[config.mk]
export PLATFORM = sky130hd
export DESIGN_NAME = integer_to_ascii_formatter
export DESIGN_NICKNAME = d
export VERILOG_FILES = /design/src/hdl/i2a_pkg.sv /design/src/hdl/i2a_dabble.sv /design/src/hdl/i2a_emit.sv /design/src/hdl/integer_to_ascii_formatter.sv
export VERILOG_INCLUDE_DIRS = /design/src /design/src/hdl
export SDC_FILE = /design/constraint.sdc
export NUM_CORES = 1
export LEC_CHECK = 0
export BUFFER_PORTS_ARGS = -buffer_cell sky130_fd_sc_hd__buf_2
export CAP_MARGIN = 5
export CORE_AREA = 10 10 150 152
export CTS_BUF_LIST = sky130_fd_sc_hd__clkbuf_4
export DETAILED_ROUTE_END_ITERATION = 7
export DIE_AREA = 0 0 160 162
export MAX_ROUTING_LAYER = met4
export SLEW_MARGIN = 20
export SYNTH_ARGS = -nofsm -noshare
export SYNTH_HDL_FRONTEND = slang
export SYNTH_SLANG_ARGS = --single-unit
[constraint.sdc]
create_clock -name i_clk -period 5.2 [get_ports i_clk]
set_input_delay 0.78 -clock i_clk [delete_from_list [all_inputs] [get_ports i_clk]]
set_output_delay 0.78 -clock i_clk [all_outputs]
set_load 0.02 [all_outputs]
[src/hdl/assert_macros.svh]
// ---------------------------------------------------------------------------
// assertion helpers shared by the formatter modules
// ---------------------------------------------------------------------------
`ifndef ASSERT_MACROS_SVH
`define ASSERT_MACROS_SVH

// same-cycle implication, checked out of reset
`define CHK_IMPLY(lbl, clk, rst_n, pre, post) \
    lbl: assert property (@(posedge clk) disable iff (!rst_n) (pre) |-> (post)) \
        else $error("implication check failed");

// next-cycle implication, checked out of reset
`define CHK_NEXT(lbl, clk, rst_n, pre, post) \
    lbl: assert property (@(posedge clk) disable iff (!rst_n) (pre) |=> (post)) \
        else $error("next-cycle check failed");

`endif

[src/hdl/i2a_pkg.sv]
// ---------------------------------------------------------------------------
// i2a_pkg
// shared types and constants of the integer to ascii formatter
// ---------------------------------------------------------------------------
package i2a_pkg;

    localparam int VAL_W = 32;
    localparam int OP_W  = 2;
    localparam int FW_W  = 4;
    localparam int CNT_W = 4;
    localparam int CH_W  = 7;

    localparam logic [OP_W-1:0] OP_DEC      = 2'd0;
    localparam logic [OP_W-1:0] OP_HEX_LOW  = 2'd1;
    localparam logic [OP_W-1:0] OP_HEX_UP   = 2'd2;

    localparam logic [FW_W-1:0]  WIDTH_MAX = 4'd9;
    localparam logic [CNT_W-1:0] OUT_MAX   = 4'd9;

    localparam logic [CH_W-1:0] CH_ZERO    = 7'h30;
    localparam logic [CH_W-1:0] CH_MINUS   = 7'h2D;
    localparam logic [CH_W-1:0] CH_SPACE   = 7'h20;
    localparam logic [CH_W-1:0] CH_UPPER_A = 7'h41;
    localparam logic [CH_W-1:0] CH_LOWER_A = 7'h61;

    typedef struct packed {
        logic            upper;
        logic            minus;
        logic            zero_pad;
        logic [FW_W-1:0] width;
    } t_fmt;

endpackage

[src/hdl/i2a_dabble.sv]
// ---------------------------------------------------------------------------
// i2a_dabble
// bit-serial binary to bcd converter, one input bit per cycle (shift-add-3)
// ---------------------------------------------------------------------------
`include "assert_macros.svh"

module i2a_dabble #(
    parameter int NDIG = 8
) (
    input  logic                       i_clk,
    input  logic                       i_rst_n,
    input  logic                       i_start,
    input  logic [i2a_pkg::VAL_W-1:0]  i_bin,
    output logic                       o_busy,
    output logic                       o_done,
    output logic                       o_ovf,
    output logic [4*NDIG-1:0]          o_bcd
);

    localparam int DW = 4 * NDIG;
    localparam int CW = $clog2(i2a_pkg::VAL_W);

    logic [i2a_pkg::VAL_W-1:0] r_bin;
    logic [DW-1:0]             r_bcd;
    logic [CW-1:0]             r_cnt;
    logic                      r_busy;
    logic                      r_done;
    logic                      r_ovf;
    logic [DW-1:0]             adj;

    // digits above the kept ones are simply shifted out the top
    always_comb begin
        for (int d = 0; d < NDIG; d++) begin
            adj[4*d +: 4] = (r_bcd[4*d +: 4] > 4'd4) ? r_bcd[4*d +: 4] + 4'd3
                                                     : r_bcd[4*d +: 4];
        end
    end

    always_ff @(posedge i_clk) begin
        if (!i_rst_n) begin
            r_busy <= 1'b0;
            r_done <= 1'b0;
            r_cnt  <= '0;
        end else begin
            r_done <= 1'b0;
            if (i_start) begin
                r_busy <= 1'b1;
                r_cnt  <= '0;
                r_bin  <= i_bin;
                r_bcd  <= '0;
                r_ovf  <= 1'b0;
            end else if (r_busy) begin
                r_bcd <= {adj[DW-2:0], r_bin[i2a_pkg::VAL_W-1]};
                r_bin <= r_bin << 1;
                r_cnt <= r_cnt + CW'(1);
                // a one leaving the top means the value has more digits than kept
                if (adj[DW-1]) begin
                    r_ovf <= 1'b1;
                end
                if (r_cnt == CW'(i2a_pkg::VAL_W - 1)) begin
                    r_busy <= 1'b0;
                    r_done <= 1'b1;
                end
            end
        end
    end

    assign o_busy = r_busy;
    assign o_done = r_done;
    assign o_ovf  = r_ovf;
    assign o_bcd  = r_bcd;

    `CHK_IMPLY(a_no_restart, i_clk, i_rst_n, i_start, !r_busy)

endmodule

[src/hdl/i2a_emit.sv]
// ---------------------------------------------------------------------------
// i2a_emit
// digit shift register that trims leading zeros, sizes the padded field
// and sends it one character per transaction
// ---------------------------------------------------------------------------
`include "assert_macros.svh"

module i2a_emit #(
    parameter int NDIG = 8
) (
    input  logic                        i_clk,
    input  logic                        i_rst_n,
    input  logic                        i_load,
    input  logic [4*NDIG-1:0]           i_digits,
    input  logic                        i_full,
    input  i2a_pkg::t_fmt               i_fmt,
    output logic                        o_busy,
    output logic                        o_valid,
    input  logic                        i_ready,
    output logic [i2a_pkg::CH_W-1:0]    o_character,
    output logic                        o_last
);

    localparam int DW = 4 * NDIG;
    localparam int TW = (NDIG > 1) ? $clog2(NDIG) : 1;

    typedef enum logic [2:0] {
        S_IDLE,
        S_NORM,
        S_SIZE,
        S_ALIGN,
        S_SEND
    } t_state;

    t_state                       r_state;
    logic [DW-1:0]                r_dig;
    logic                         r_full;
    i2a_pkg::t_fmt                r_fmt;
    logic [TW-1:0]                r_top;
    logic [i2a_pkg::CNT_W-1:0]    r_ndig;
    logic [i2a_pkg::CNT_W-1:0]    r_len;
    logic [i2a_pkg::CNT_W-1:0]    r_pos;
    logic                         r_valid;
    logic [i2a_pkg::CH_W-1:0]     r_char;
    logic                         r_last;

    logic [3:0]                   nib;
    logic [i2a_pkg::CH_W-1:0]     dig_ch;
    logic [i2a_pkg::CH_W-1:0]     ch;
    logic [i2a_pkg::CNT_W-1:0]    wd;
    logic [i2a_pkg::CNT_W-1:0]    tgt;
    logic [i2a_pkg::CNT_W-1:0]    dm;
    logic [i2a_pkg::CNT_W-1:0]    len;
    logic                         minus_here;
    logic                         out_free;

    assign nib      = r_dig[DW-1 -: 4];
    assign out_free = !r_valid || i_ready;

    always_comb begin
        if (nib > 4'd9) begin
            dig_ch = (r_fmt.upper ? i2a_pkg::CH_UPPER_A : i2a_pkg::CH_LOWER_A)
                     + {3'b000, nib - 4'd10};
        end else begin
            dig_ch = i2a_pkg::CH_ZERO + {3'b000, nib};
        end
    end

    // field length: zero padding fills after the minus, space padding before it
    always_comb begin
        wd  = r_fmt.width;
        tgt = (r_fmt.minus && wd != '0) ? wd - 4'd1 : wd;
        dm  = r_ndig + {3'b000, r_fmt.minus};
        if (r_fmt.zero_pad) begin
            len = ((r_ndig > tgt) ? r_ndig : tgt) + {3'b000, r_fmt.minus};
        end else begin
            len = (dm > wd) ? dm : wd;
        end
    end

    always_comb begin
        minus_here = r_fmt.minus && (r_fmt.zero_pad ? (r_pos == r_len - 4'd1)
                                                    : (r_pos == r_ndig));
        if (r_pos < r_ndig) begin
            ch = dig_ch;
        end else if (minus_here) begin
            ch = i2a_pkg::CH_MINUS;
        end else begin
            ch = r_fmt.zero_pad ? i2a_pkg::CH_ZERO : i2a_pkg::CH_SPACE;
        end
    end

    always_ff @(posedge i_clk) begin
        if (!i_rst_n) begin
            r_state <= S_IDLE;
            r_valid <= 1'b0;
        end else begin
            // while sending, the send arm below decides the output register
            if (r_state != S_SEND && r_valid && i_ready) begin
                r_valid <= 1'b0;
            end
            case (r_state)
                S_IDLE: begin
                    if (i_load) begin
                        r_dig   <= i_digits;
                        r_full  <= i_full;
                        r_fmt   <= i_fmt;
                        r_top   <= TW'(NDIG - 1);
                        r_state <= S_NORM;
                    end
                end
                S_NORM: begin
                    // leading zeros are real digits when higher digits were dropped
                    if (!r_full && r_top != '0 && nib == 4'd0) begin
                        r_dig <= r_dig << 4;
                        r_top <= r_top - TW'(1);
                    end else begin
                        r_ndig  <= i2a_pkg::CNT_W'(r_top) + 4'd1;
                        r_state <= S_SIZE;
                    end
                end
                S_SIZE: begin
                    r_len   <= len;
                    r_pos   <= ((len > i2a_pkg::OUT_MAX) ? i2a_pkg::OUT_MAX : len) - 4'd1;
                    r_state <= S_ALIGN;
                end
                S_ALIGN: begin
                    // drop digits that fall outside the emitted window
                    if (i2a_pkg::CNT_W'(r_top) > r_pos) begin
                        r_dig <= r_dig << 4;
                        r_top <= r_top - TW'(1);
                    end else begin
                        r_state <= S_SEND;
                    end
                end
                S_SEND: begin
                    if (out_free) begin
                        r_valid <= 1'b1;
                        r_char  <= ch;
                        r_last  <= (r_pos == '0);
                        if (r_pos < r_ndig) begin
                            r_dig <= r_dig << 4;
                            r_top <= r_top - TW'(1);
                        end
                        if (r_pos == '0) begin
                            r_state <= S_IDLE;
                        end else begin
                            r_pos <= r_pos - 4'd1;
                        end
                    end
                end
                default: begin
                    r_state <= S_IDLE;
                end
            endcase
        end
    end

    assign o_busy      = (r_state != S_IDLE);
    assign o_valid     = r_valid;
    assign o_character = r_char;
    assign o_last      = r_last;

    `CHK_IMPLY(a_load_idle, i_clk, i_rst_n, i_load, r_state == S_IDLE)
    `CHK_IMPLY(a_pos_window, i_clk, i_rst_n, r_state == S_SEND, r_pos < i2a_pkg::OUT_MAX)

endmodule

[src/hdl/integer_to_ascii_formatter.sv]
// ---------------------------------------------------------------------------
// integer_to_ascii_formatter
// formats a 32-bit integer as signed decimal or hex ascii with padding
// ---------------------------------------------------------------------------
// One number is taken per input transaction and leaves as 1 to 9 characters,
// most significant first, with o_last on the final one. Numbers are handled
// one at a time: o_ready stays low after an acceptance until the digit shift
// register, which trims leading zero digits one per cycle, has put the last
// character into its output register. A decimal number first passes through
// the bit-serial binary to bcd converter, which consumes one value bit per
// cycle. Characters leave one per cycle when the sink is ready; the output
// register lets the last character wait while the next number is accepted.
`include "assert_macros.svh"

module integer_to_ascii_formatter #(
    parameter int MAX_DIGITS = 8
) (
    input  logic                         i_clk,
    input  logic                         i_rst_n,
    input  logic                         i_valid,
    output logic                         o_ready,
    input  logic [i2a_pkg::OP_W-1:0]     i_operation,
    input  logic [i2a_pkg::VAL_W-1:0]    i_value,
    input  logic                         i_zero_pad,
    input  logic [i2a_pkg::FW_W-1:0]     i_field_width,
    output logic                         o_valid,
    input  logic                         i_ready,
    output logic [i2a_pkg::CH_W-1:0]     o_character,
    output logic                         o_last
);

    localparam int DW = 4 * MAX_DIGITS;

    typedef enum logic [1:0] {
        S_IDLE,
        S_CONV,
        S_EMIT
    } t_state;

    t_state                      r_state;
    i2a_pkg::t_fmt               r_fmt;

    logic                        accept;
    logic                        is_dec;
    i2a_pkg::t_fmt               port_fmt;
    logic [i2a_pkg::VAL_W-1:0]   mag;
    logic [DW+i2a_pkg::VAL_W-1:0] hex_ext;
    logic [DW-1:0]               hex_dig;
    logic                        hex_ovf;
    logic                        conv_busy;
    logic                        conv_done;
    logic                        conv_ovf;
    logic [DW-1:0]               bcd;
    logic                        emit_load;
    logic [DW-1:0]               emit_dig;
    logic                        emit_full;
    i2a_pkg::t_fmt               emit_fmt;
    logic                        emit_busy;

    assign accept = i_valid && o_ready;
    assign is_dec = (i_operation == i2a_pkg::OP_DEC);

    always_comb begin
        port_fmt.upper    = (i_operation != i2a_pkg::OP_HEX_LOW);
        port_fmt.minus    = is_dec && i_value[i2a_pkg::VAL_W-1];
        port_fmt.zero_pad = i_zero_pad;
        port_fmt.width    = (i_field_width > i2a_pkg::WIDTH_MAX) ? i2a_pkg::WIDTH_MAX
                                                                 : i_field_width;
    end

    // the most negative value maps onto itself, read as unsigned
    assign mag     = port_fmt.minus ? (~i_value) + 32'd1 : i_value;
    assign hex_ext = {{DW{1'b0}}, i_value};
    assign hex_dig = hex_ext[DW-1:0];
    assign hex_ovf = (hex_ext[DW+i2a_pkg::VAL_W-1:DW] != '0);

    assign emit_load = (r_state == S_IDLE) ? (accept && !is_dec) : conv_done;
    assign emit_dig  = (r_state == S_IDLE) ? hex_dig : bcd;
    assign emit_full = (r_state == S_IDLE) ? hex_ovf : conv_ovf;
    assign emit_fmt  = (r_state == S_IDLE) ? port_fmt : r_fmt;

    always_ff @(posedge i_clk) begin
        if (!i_rst_n) begin
            r_state <= S_IDLE;
        end else begin
            case (r_state)
                S_IDLE: begin
                    if (accept) begin
                        r_fmt   <= port_fmt;
                        r_state <= is_dec ? S_CONV : S_EMIT;
                    end
                end
                S_CONV: begin
                    if (conv_done) begin
                        r_state <= S_EMIT;
                    end
                end
                S_EMIT: begin
                    if (!emit_busy) begin
                        r_state <= S_IDLE;
                    end
                end
                default: begin
                    r_state <= S_IDLE;
                end
            endcase
        end
    end

    assign o_ready = (r_state == S_IDLE);

    i2a_dabble #(
        .NDIG (MAX_DIGITS)
    ) u_dabble (
        .i_clk   (i_clk),
        .i_rst_n (i_rst_n),
        .i_start (accept && is_dec),
        .i_bin   (mag),
        .o_busy  (conv_busy),
        .o_done  (conv_done),
        .o_ovf   (conv_ovf),
        .o_bcd   (bcd)
    );

    i2a_emit #(
        .NDIG (MAX_DIGITS)
    ) u_emit (
        .i_clk       (i_clk),
        .i_rst_n     (i_rst_n),
        .i_load      (emit_load),
        .i_digits    (emit_dig),
        .i_full      (emit_full),
        .i_fmt       (emit_fmt),
        .o_busy      (emit_busy),
        .o_valid     (o_valid),
        .i_ready     (i_ready),
        .o_character (o_character),
        .o_last      (o_last)
    );

    `CHK_IMPLY(a_ready_units_idle, i_clk, i_rst_n, o_ready, !emit_busy && !conv_busy)

endmodule

# Yosys cells after proc, flatten, opt, wreduce, memory -nomap -nowiden
# Index checks and enable logic that the tools add are counted.
[word_totals]
memories = 0
latchBits = 0
register_bits = 148
ram_bits = 0
wordCells = 189
romBits = 0
inputBits = 43
[classes]
n_eq_ne = 23
n_shift = 0
bitwise_logic = 4
n_reduce_logical = 39
addsub = 21
muxes = 62
order_cmp = 15
div = 0
n_mul = 0
[ops]
columns = ["op", "n"]
rows = [
  ["$mux 32", 10],
  ["$pmux 32 s4", 1],
  ["$mux 4", 16],
  ["$add 32x1->32 const B", 1],
  ["$add 4x2->4 const B", 8],
  ["$gt 4x3->1 const B", 8],
  ["$not 32->32", 1],
  ["$mux 3", 10],
  ["$mux 7", 4],
  ["$reduce_and 3->1", 6],
  ["$ne 2x1->1 const B", 8],
  ["$sub 4x1->4 const B", 4],
  ["$pmux 3 s5", 1],
  ["$gt 4x4->1 const B", 3],
  ["$pmux 3 s4", 1],
  ["$mux 1", 11],
  ["$logic_and 1x1->1", 10],
  ["$ne 2x2->1 const B", 5],
  ["$add 4x1->4", 2],
  ["$eq 4x4->1", 2],
  ["$gt 4x4->1", 2],
  ["$logic_not 4->1", 2],
  ["$mux 2", 4],
  ["$pmux 4 s2", 1],
  ["32 further kinds", 43],
]

# Logic depth before layout (Yosys ltp)
# Gate-level depths: netlist of run 1.
[depth]
word_depth = 11
mapped_depth = 22

# Modules after synthesis
# From an unflattened synthesis of run 1, not the netlist that was laid out.
[hier_totals]
cells_unflattened = 931
area_unflattened_um2 = 9082.5
[by_module_without_submodules]
columns = ["mod", "cells_per_inst", "area_each_um2", "seq_area_each_um2", "n_inst"]
rows = [
  ["i2a_emit", 387, 3887.5, 1971.9, 1],
  ["i2a_dabble", 286, 3560.9, 2092.0, 1],
  ["integer_to_ascii_formatter", 258, 1634.1, 250.2, 1],
]

# Worst setup path before layout of run 1
# No wires, ideal clock.
[synth_path]
kind = "reg2reg"
startpoint = "reg u_emit.r_fmt (netlist bit u_emit.wd[0])"
endpoint = "reg u_emit.r_pos[2] in the netlist's numbering, data pin"
t_arrival_ps = 4103
setup_slack_ps = 834
stages_incl_launch_ff = 22
period_less_slack_ps = 4366
setup_ps = 264
required_ps = 4936
path_cell_list = "edfxtp_1 -> inv_1 -> ha_1 -> or3b_1 -> nand2_1 -> nor2_1 -> a21oi_1 -> ha_1 -> a2111oi_2 -> nor2_1 -> nor2_1 -> a21oi_1 -> ha_1 -> ha_1 -> nand3b_1 -> a211o_1 -> o311ai_0 -> nor2_1 -> a21boi_0 -> o22ai_1 -> ha_1 -> xor2_1"
[synth_via]
elab_chain_cells = 11
[synth_lines]
columns = ["element", "line", "rtl"]
rows = [
  ["from (decl)", "i2a_emit.sv:38", "i2a_pkg::t_fmt r_fmt;"],
  ["from (signal assigned)", "i2a_emit.sv:107", "r_fmt <= i_fmt;"],
  ["branches (longest 6 deep; another with $sub 4x1->4)", "-", ""],
  ["$mux 4 (*)", "i2a_emit.sv:74", "if (r_fmt.zero_pad) begin"],
  ["$gt 4x4->1", "i2a_emit.sv:124", "r_pos <= ((len > i2a_pkg::OUT_MAX) ? i2a_pkg::OUT_MAX : len) - 4'd1;"],
  ["$mux 4 (*)", "i2a_emit.sv:124", ""],
  ["$sub 4x1->4 (*)", "i2a_emit.sv:124", ""],
  ["$pmux 4 s2 (*)", "i2a_emit.sv:102", "case (r_state)"],
  ["to (signal assigned)", "i2a_emit.sv:124", ""],
  ["to (signal assigned)", "i2a_emit.sv:148", "r_pos <= r_pos - 4'd1;"],
  ["to (decl)", "i2a_emit.sv:42", "logic [i2a_pkg::CNT_W-1:0] r_pos;"],
]
# Every way passes the cells marked *.
# A chain may end at the register's enable or synchronous reset.

# Worst setup path in the final report of run 1
[layout_path]
startpoint = "reg u_emit.r_fmt (netlist bit u_emit.wd[1])"
endpoint = "reg u_emit.r_pos[2] in the netlist's numbering, data pin"
# Same word-level chain as after synthesis.

==> results.md, run 1 <==
Outcome:
- The run finished with clean final reports.

Route:
- After detailed routing, the number of remaining DRC violations is 0.
- After detailed routing, the average wire length per cell comes to 15.3 µm.
- Using the TritonRoute via totals, the vias-per-cell ratio works out to 5.19.
- The pre-antenna-repair detailed-routing pass consisted of 5 iterations.
- Once detail routing completed, the nets flagged for antenna violations numbered 0.
- The routed layout has 6129 vias.
- After detailed routing, the total wire length is 18.0 mm.
- The number of DRC markers in iteration 0 is 384.

Finish:
- Of the cells placed in the final design, the portion with a size suffix greater than 1 is 0.123.
- Leaving out fill and tap cells, the most frequent cell in the layout is sky130_fd_sc_hd__edfxtp_1.
- In the layout the commonest cells are 135 x sky130_fd_sc_hd__edfxtp_1, 110 x sky130_fd_sc_hd__nand2_1, 100 x sky130_fd_sc_hd__o21ai_0.
- After the flow finishes, the layout carries non-filler instances totaling 1182.
- The area growth from synthesis to layout is 8.76%.
- The final design area excluding fillers is 9360 µm².
- The number of nets in the layout is 994.

Setup path:
- The worst setup path is launched from a flip-flop.
- The kind of end point of the critical path is a flip-flop.
- The critical path buffer and inverter count is 1.
- The largest driver fanout on the critical path is 6.
- The reg-to-reg critical path startpoint is u_emit.wd[1].
- The maximum cell stage delay along the critical path is 0.46 ns.
- In this run the register-to-register setup slack is 0.33 ns.
- The critical path goes through inv_1 > ha_1 > or3b_1 > nand2_1 > nor2_1 > a21oi_1 > ha_1 > a2111oi_4 > nor2_1 > nor2_1 > a21oi_1 > ha_1 > ha_1 > nand2b_1 > o311ai_0 > nor2_1 > a21boi_0 > o22ai_1 > ha_1 > xor2_1.
- The most frequent cell on the critical path is sky130_fd_sc_hd__ha_1.
- The signal arrival time at the worst endpoint is 5.19 ns.
- Among all stages on the critical path, the largest delay is contributed by sky130_fd_sc_hd__edfxtp_1.
- The terminus of the critical flop-to-flop path is u_emit.r_pos[2].
- The critical path data required time is 5.52 ns.
- In this design, the largest share of critical-path delay is due to compound AO/OA/AOI/OAI gates.
- The startpoint-to-endpoint class of the critical path is reg2reg.
- Counting cells, the worst reg-to-reg path comes to 20.

Floorplanning:
- The standard-cell row count is 51.
- 53 I/O pins were placed.
- The area enclosed by the die boundary is 25900 µm².
- The floorplan step set the die height to 162 µm.
- The area inside the core boundary is 19400 µm².
- The chip width is 160 µm.
- The starting density of the core is 0.443.

CTS:
- Clock latency on the worst-skew pair, taken at its later pin, is 0.55 ns.
- The clock tree root buffer cell is sky130_fd_sc_hd__clkbuf_4.
- The number of sinks driven by the clock tree is 148.
- TritonCTS built the clock tree.
- The hold buffer count at CTS is 0.
- The buffer levels on the longest clock path is 2.
- The number of buffers added by the clock tree synthesis step is 17.
- The count of H-tree levels built during CTS is 4.
- Clock-pin slew was measured on the worst setup and hold paths at 0.12 ns.

Place:
- The placed standard-cell area is 9120 µm².
- The worst slack after detailed placement is 0.296 ns.
- The routability congestion estimate is 0.899.
- The detailed-placement wirelength estimate is 12.9 mm.
- The number of placed instances, taps included, is 1148.
- During placement, the flow inserted port buffers numbering 52.

Timing:
- The hold violation total from the final report is 0.
- Measured against its own limit, the worst slew margin works out to 0.329.
- Setup repair after global routing left no endpoint under its margin.
- The setup skew after layout is 0.0172 ns.
- The final setup TNS is 0 ns.
- After layout, the worst setup slack is 0.333 ns.
- Setup violations remaining at the end of the flow were counted as 0.
- The share of the clock period used by the worst path after layout is 0.936.
- The clock period could shrink to 4.87 ns.
- At the pin with the least slew margin, the transition time is 1.00 ns.
- The final max-slew violation count is 0.
- The highest clock frequency the design can meet is 0.205 GHz.

Synthesis:
- The fraction of registers with async set/reset is 0.
- Counting flops with a built-in enable in the synthesized netlist gives 135.
- Each instance of the synthesized netlist takes up on average 10.0 µm².
- The combined area of all synthesized cells is 8600 µm².
- The netlist uses 60 different library cells.
- In the synthesized netlist, the number of instances is 859.
- For this run, the register share of the synthesized area comes to 0.502.
- The number of nets handed over by synthesis was 951.
- The number of warnings reported in the yosys synthesis log is 0.
- Counting flops and latches in the post-synthesis netlist gives 148.
- Among all flip-flop cells after synthesis, the most frequent one is sky130_fd_sc_hd__edfxtp_1.

GRT:
- The number of antenna violations at the first check in global routing was 2.
- Entering global routing, the biggest net connects 69 pins.
- The first global-routing pass estimated 30.4 mm of wire.
- The number of global-route vias before repair is 6136.
- In the global route stage, overall resource usage came out at 0.147.
- The total overflow left after global routing is 0.

Power and ir drop:
- Power spread over the standard cell area amounts to 278 nW/µm².
- The cell leakage power is 3.68 nW.
- The worst vdd rail ir drop is 0.000130 V.

Min path:
- The path with the worst hold slack has its endpoint at r_fmt[4].
- Counting instances, the worst hold path has a depth of 1.
- The path category of the worst min-delay check is in2reg.
- In this run the most critical hold path is launched from i_zero_pad.

Run:
- The reported max-cap violation count is 0.
worst reg2reg max path, cell delays in order, from the launching register on:
cell and delay (ns):
sky130_fd_sc_hd__edfxtp_1 0.46, sky130_fd_sc_hd__inv_1 0.11, sky130_fd_sc_hd__ha_1 0.22, sky130_fd_sc_hd__or3b_1 0.40, sky130_fd_sc_hd__nand2_1 0.14, sky130_fd_sc_hd__nor2_1 0.05, sky130_fd_sc_hd__a21oi_1 0.20, sky130_fd_sc_hd__ha_1 0.31
sky130_fd_sc_hd__a2111oi_4 0.45, sky130_fd_sc_hd__nor2_1 0.18, sky130_fd_sc_hd__nor2_1 0.16, sky130_fd_sc_hd__a21oi_1 0.05, sky130_fd_sc_hd__ha_1 0.24, sky130_fd_sc_hd__ha_1 0.22, sky130_fd_sc_hd__nand2b_1 0.14, sky130_fd_sc_hd__o311ai_0 0.46
sky130_fd_sc_hd__nor2_1 0.17, sky130_fd_sc_hd__a21boi_0 0.20, sky130_fd_sc_hd__o22ai_1 0.11, sky130_fd_sc_hd__ha_1 0.21, sky130_fd_sc_hd__xor2_1 0.15
worst max-delay path by stage:
| stage | slack (ns) | from | cells after the start | end |
|---|---|---|---|---|
| floorplan | 0.83 | u_emit.wd[0] | 21 | u_emit.r_pos[2] |
| global placement | 0.42 | u_emit.wd[0] | 20 | u_emit.r_pos[2] |
| detailed placement | 0.30 | u_emit.wd[0] | 20 | u_emit.r_pos[2] |
| CTS | 0.27 | u_emit.wd[1] | 20 | u_emit.r_pos[2] |
| global route | 0.007 | u_emit.wd[1] | 20 | u_emit.r_pos[2] |
| finish | 0.33 | u_emit.wd[1] | 20 | u_emit.r_pos[2] |
synth_stat cells (10+ instances only):
| master | instances | share of area |
|---|---|---|
| sky130_fd_sc_hd__nand2_1 | 111 | 0.048 |
| sky130_fd_sc_hd__nor2_1 | 74 | 0.032 |
| sky130_fd_sc_hd__or3_1 | 10 | 0.0073 |
| sky130_fd_sc_hd__xnor2_1 | 40 | 0.041 |
| sky130_fd_sc_hd__a21oi_1 | 62 | 0.036 |
| sky130_fd_sc_hd__dfxtp_1 | 13 | 0.030 |
| sky130_fd_sc_hd__xor2_1 | 15 | 0.015 |
| sky130_fd_sc_hd__ha_1 | 49 | 0.071 |
| sky130_fd_sc_hd__edfxtp_1 | 135 | 0.47 |
| sky130_fd_sc_hd__mux2i_1 | 32 | 0.037 |
| sky130_fd_sc_hd__clkbuf_1 | 32 | 0.014 |
| sky130_fd_sc_hd__inv_1 | 61 | 0.027 |
| sky130_fd_sc_hd__o21ai_0 | 100 | 0.058 |
routing by layer:
layer | vias to the layer above | part of all wire | track usage
li1 | 3148 | - | -
met2 | 101 | 0.48 | 0.239
met4 | 0 | 0.018 | 0.0530
met5 | - | 0 | -
met1 | 2856 | 0.47 | 0.180
met3 | 24 | 0.035 | 0.0281
cells by family after synthesis:
family,share of synthesized area
compound gates,0.134
buf+inv,0.0415
simple gates,0.153
fa+ha+maj,0.0713
xor+xnor,0.0560
flops,0.502
mux,0.0425
registers in the layout, summed over array words and instances (netlist names), 2 cells and up:
name                flops
u_dabble.o_bcd         32
r_state                 2
r_fmt                   7
u_emit.wd               4
u_emit.r_top            3
u_emit.r_state          3
u_dabble.r_bin         32
u_emit.o_character      7
u_dabble.r_cnt          5
u_emit.r_fmt            3
u_emit.r_pos            4
u_emit.r_ndig           4
u_emit.r_dig           32
u_emit.r_len            4
power breakdown:
part           internal (mW)  switching [mW]  leakage (nW)
Sequential              1.41          0.0509          1.34
Combinational          0.207           0.323          2.21
Clock                  0.204           0.403         0.126
Total                   1.82           0.776          3.68
final cells by class:
cell class,instances,area (µm²)
inverter,62,233
multi-input combinational,616,3950
fill,1890,10000
clock buffer,21,158
sequential,148,4310
tap,265,332
clock inverter,11,63.8
timing repair buffer,57,298
antenna,2,5.00
through the flow:
step / hold slack (ns) / power, mW / utilization
final: 0.427 / 2.60 / 0.482
after global routing: 0.397 / 2.76 / 0.482
after floorplan: 0.462 / 1.88 / -
after global placement: 0.482 / 2.02 / 0.470
after detailed placement: 0.484 / 2.02 / 0.470
after CTS: 0.385 / 2.63 / 0.481
what timing repair did:
action,4_1_cts,5_1_grt
setup endpoints to repair,0,2
resized for setup,0,1
buffers inserted,0,0
endpoints found under the hold margin,0,0
No activity file was read; power rests on OpenSTA's default activity.
==> run 2: changes to the inputs <==
- CORE_AREA: 10 10 150 152 -> 10 10 168 170
- DIE_AREA: 0 0 160 162 -> 0 0 178 180
==> results.md, run 2 (synthesized netlist as in run 1, its figures left out) <==
Finish:
- The final design area excluding fillers was 9490 µm² (+1.4%).
- The number of nets in the layout is 996 (+0.20%).
- The most frequent standard cell in the layout excluding fill and tap cells is sky130_fd_sc_hd__edfxtp_1.
- The fraction of final layout cells with drive strength greater than 1 is 0.125 (+0.00191).
- The layout overhead on the synthesized area is 10.3%.
- The number of cells in the finished layout apart from fillers is 1247 (+5.5%).
- The final-layout fill cell count is 2494 (+32%).
- The end-of-flow core utilization was 0.381 (-0.101).
- Leaving out fill and tap cells, the most frequent cells in the layout are 135 x sky130_fd_sc_hd__edfxtp_1, 110 x sky130_fd_sc_hd__nand2_1, 100 x sky130_fd_sc_hd__o21ai_0.
- The count of antenna diodes in the layout is 0 (-2).

Timing:
- The share of the clock period used by the worst path after layout is 0.920 (-0.0161).
- The total of endpoints with negative setup slack in the final report is 0 (unchanged).
- The transition time at the pin with the least slew margin came to 1.01 ns (+0.00567 ns).
- The headroom to the max-slew limit is 0.324 (-0.00454).
- The hold violation total from the final report is 0 (unchanged).
- The final setup TNS is 0 ns (unchanged).
- The final max-slew violation count is 0 (unchanged).
- The post-layout minimum cycle time was 4.78 ns (-0.0838 ns).
- The setup skew after layout is 0.0260 ns (+0.00888 ns).
- The highest clock frequency the design can meet is 0.209 GHz (+1.8%).

Place:
- The placed instance count was 1213 (+5.7%).
- The placed standard-cell area is 9200 µm² (+0.89%).
- The number of buffers added on ports is 52 (unchanged).
- The detailed-placement wirelength estimate is 13.0 mm (+0.55%).
- The routability congestion estimate is 0.873 (-2.9%).

Route:
- The number of search-and-repair iterations in the first detailed-routing pass is 4 (-1).
- The average wire length per cell after detail routing is 14.8 µm (-3.3%).
- The overall via count from detail_route is 6163 (+0.55%).
- The total wire length is 18.4 mm (+2.0%).
- The number of DRC markers in iteration 0 is 444 (+16%).
- The number of antenna-violating nets in the routed design was 0 (unchanged).
- The DRC violations left is 0 (unchanged).
- The detail-routed via count per cell is 4.94 (-4.7%).

GRT:
- The largest net degree at the start of global routing is 69 (unchanged).
- The sum of overflow across all layers after global routing is 0 (unchanged).
- The wire length of the first global-routing pass is 30.7 mm (+0.93%).
- The number of antenna violations at the first check in global routing is 0 (-2).
- The combined global-route utilization of all metal layers is 0.121 (-0.0264).
- The number of global-route vias before repair is 6082 (-0.88%).

Floorplanning:
- The starting density of the core is 0.346 (-0.0979).
- The area inside the core boundary came to 24900 µm² (+28%).
- The standard-cell row count came to 58 (+14%).
- The height of the die was 180 µm (+11%).
- The number of primary I/O pins is 53 (unchanged).
- The chip width is 178 µm (+11%).
- The area enclosed by the die boundary is 32000 µm² (+24%).

Outcome:
- The run finished with clean final reports.

Power and ir drop:
- The power per cell area came to 284 nW/µm² (+2.3%).
- The worst vdd rail ir drop is 0.000152 V (+17%).
- The cell leakage power is 3.70 nW (+0.66%).

CTS:
- The number of sinks driven by the clock tree is 148 (unchanged).
- The count of H-tree levels built during CTS is 4 (unchanged).
- The clock tree root buffer cell is sky130_fd_sc_hd__clkbuf_4.
- The clock-pin slew on the worst setup and hold paths came to 0.13 ns (about the same).
- The hold buffer count at CTS is 0 (unchanged).
- The latest clock arrival within the worst-skew pair is 0.54 ns (about the same).
- The number of buffers added by the clock tree synthesis step is 17 (unchanged).
- The buffer levels on the longest clock path is 2 (unchanged).
- TritonCTS built the clock tree.

Setup path:
- The worst setup path is of the reg2reg kind.
- STA classifies the critical path endpoint as a flip-flop.
- The critical path data required time is 5.50 ns (-0.02 ns).
- The largest driver fanout on the critical path is 6 (unchanged).
- The signal arrival time at the worst endpoint is 5.09 ns (-0.10 ns).
- The worst setup path is launched from a flip-flop.

Run:
- The reported max-cap violation count is 0 (unchanged).

Min path:
- The path category of the worst min-delay check is in2reg.
## run 2: worst max-delay path, stage by stage, from the launching register on
cell	delay [ns]
sky130_fd_sc_hd__edfxtp_1	0.47
sky130_fd_sc_hd__inv_1	0.12
sky130_fd_sc_hd__ha_1	0.21
sky130_fd_sc_hd__or3b_1	0.40
sky130_fd_sc_hd__nand2_1	0.15
sky130_fd_sc_hd__nor2_1	0.05
sky130_fd_sc_hd__a21oi_1	0.20
sky130_fd_sc_hd__ha_1	0.32
sky130_fd_sc_hd__a2111oi_4	0.41
sky130_fd_sc_hd__nor2_1	0.19
sky130_fd_sc_hd__nor2_1	0.15
sky130_fd_sc_hd__a21oi_1	0.05
sky130_fd_sc_hd__ha_1	0.25
sky130_fd_sc_hd__ha_1	0.23
sky130_fd_sc_hd__nand3b_1	0.17
sky130_fd_sc_hd__a211o_1	0.27
sky130_fd_sc_hd__o311ai_1	0.09
sky130_fd_sc_hd__nor2_1	0.15
sky130_fd_sc_hd__a21boi_0	0.21
sky130_fd_sc_hd__o22ai_1	0.11
sky130_fd_sc_hd__ha_1	0.21
sky130_fd_sc_hd__xor2_1	0.15
## run 2: area by class of cell
class                      count  area (µm²)  share of cell area
sequential                   148        4310               0.455
multi-input combinational    616        3960               0.417
tap                          330         413              0.0435
timing repair buffer          59         313              0.0330
inverter                      62         233              0.0245
clock buffer                  19         143              0.0150
clock inverter                13         118              0.0124
## run 2: final timing paths
kind,start,slack [ns],cells past startpoint,to
worst max-delay path,u_emit.wd[1],0.42,21,u_emit.r_pos[2]
worst min-delay path,i_zero_pad,0.45,1,r_fmt[4]
worst max register to register,u_emit.wd[1],0.42,21,u_emit.r_pos[2]
worst min register to register,r_state[0],0.52,2,r_state[0]
## run 2: routing by layer
metal / wire [µm] / up-vias / global-route usage / part of all wire
met5: 0 / - / - / 0
met4: 245 / 0 / 0.0297 / 0.013
met3: 641 / 16 / 0.0275 / 0.035
met2: 8580 / 97 / 0.185 / 0.47
met1: 8930 / 2909 / 0.158 / 0.49
li1: - / 3141 / - / -
## run 2: stage by stage
step	power (mW)	setup WS, ns	hold slack, ns
2_1_floorplan	1.88	0.834	0.462
3_3_place_gp	2.01	0.415	0.482
3_5_place_dp	2.02	0.254	0.493
4_1_cts	2.72	0.242	0.393
5_1_grt	2.86	-0.00671	0.379
6_report	2.70	0.417	0.449
## run 2: power by group
group	internal (mW)	total, mW	switching [mW]
Sequential	1.41	1.46	0.0509
Clock	0.286	0.699	0.414
Combinational	0.209	0.533	0.325
## run 2: timing repair
item	in CTS	in global routing
setup endpoints to repair	0	2
buffers inserted	0	2
resized for setup	0	2
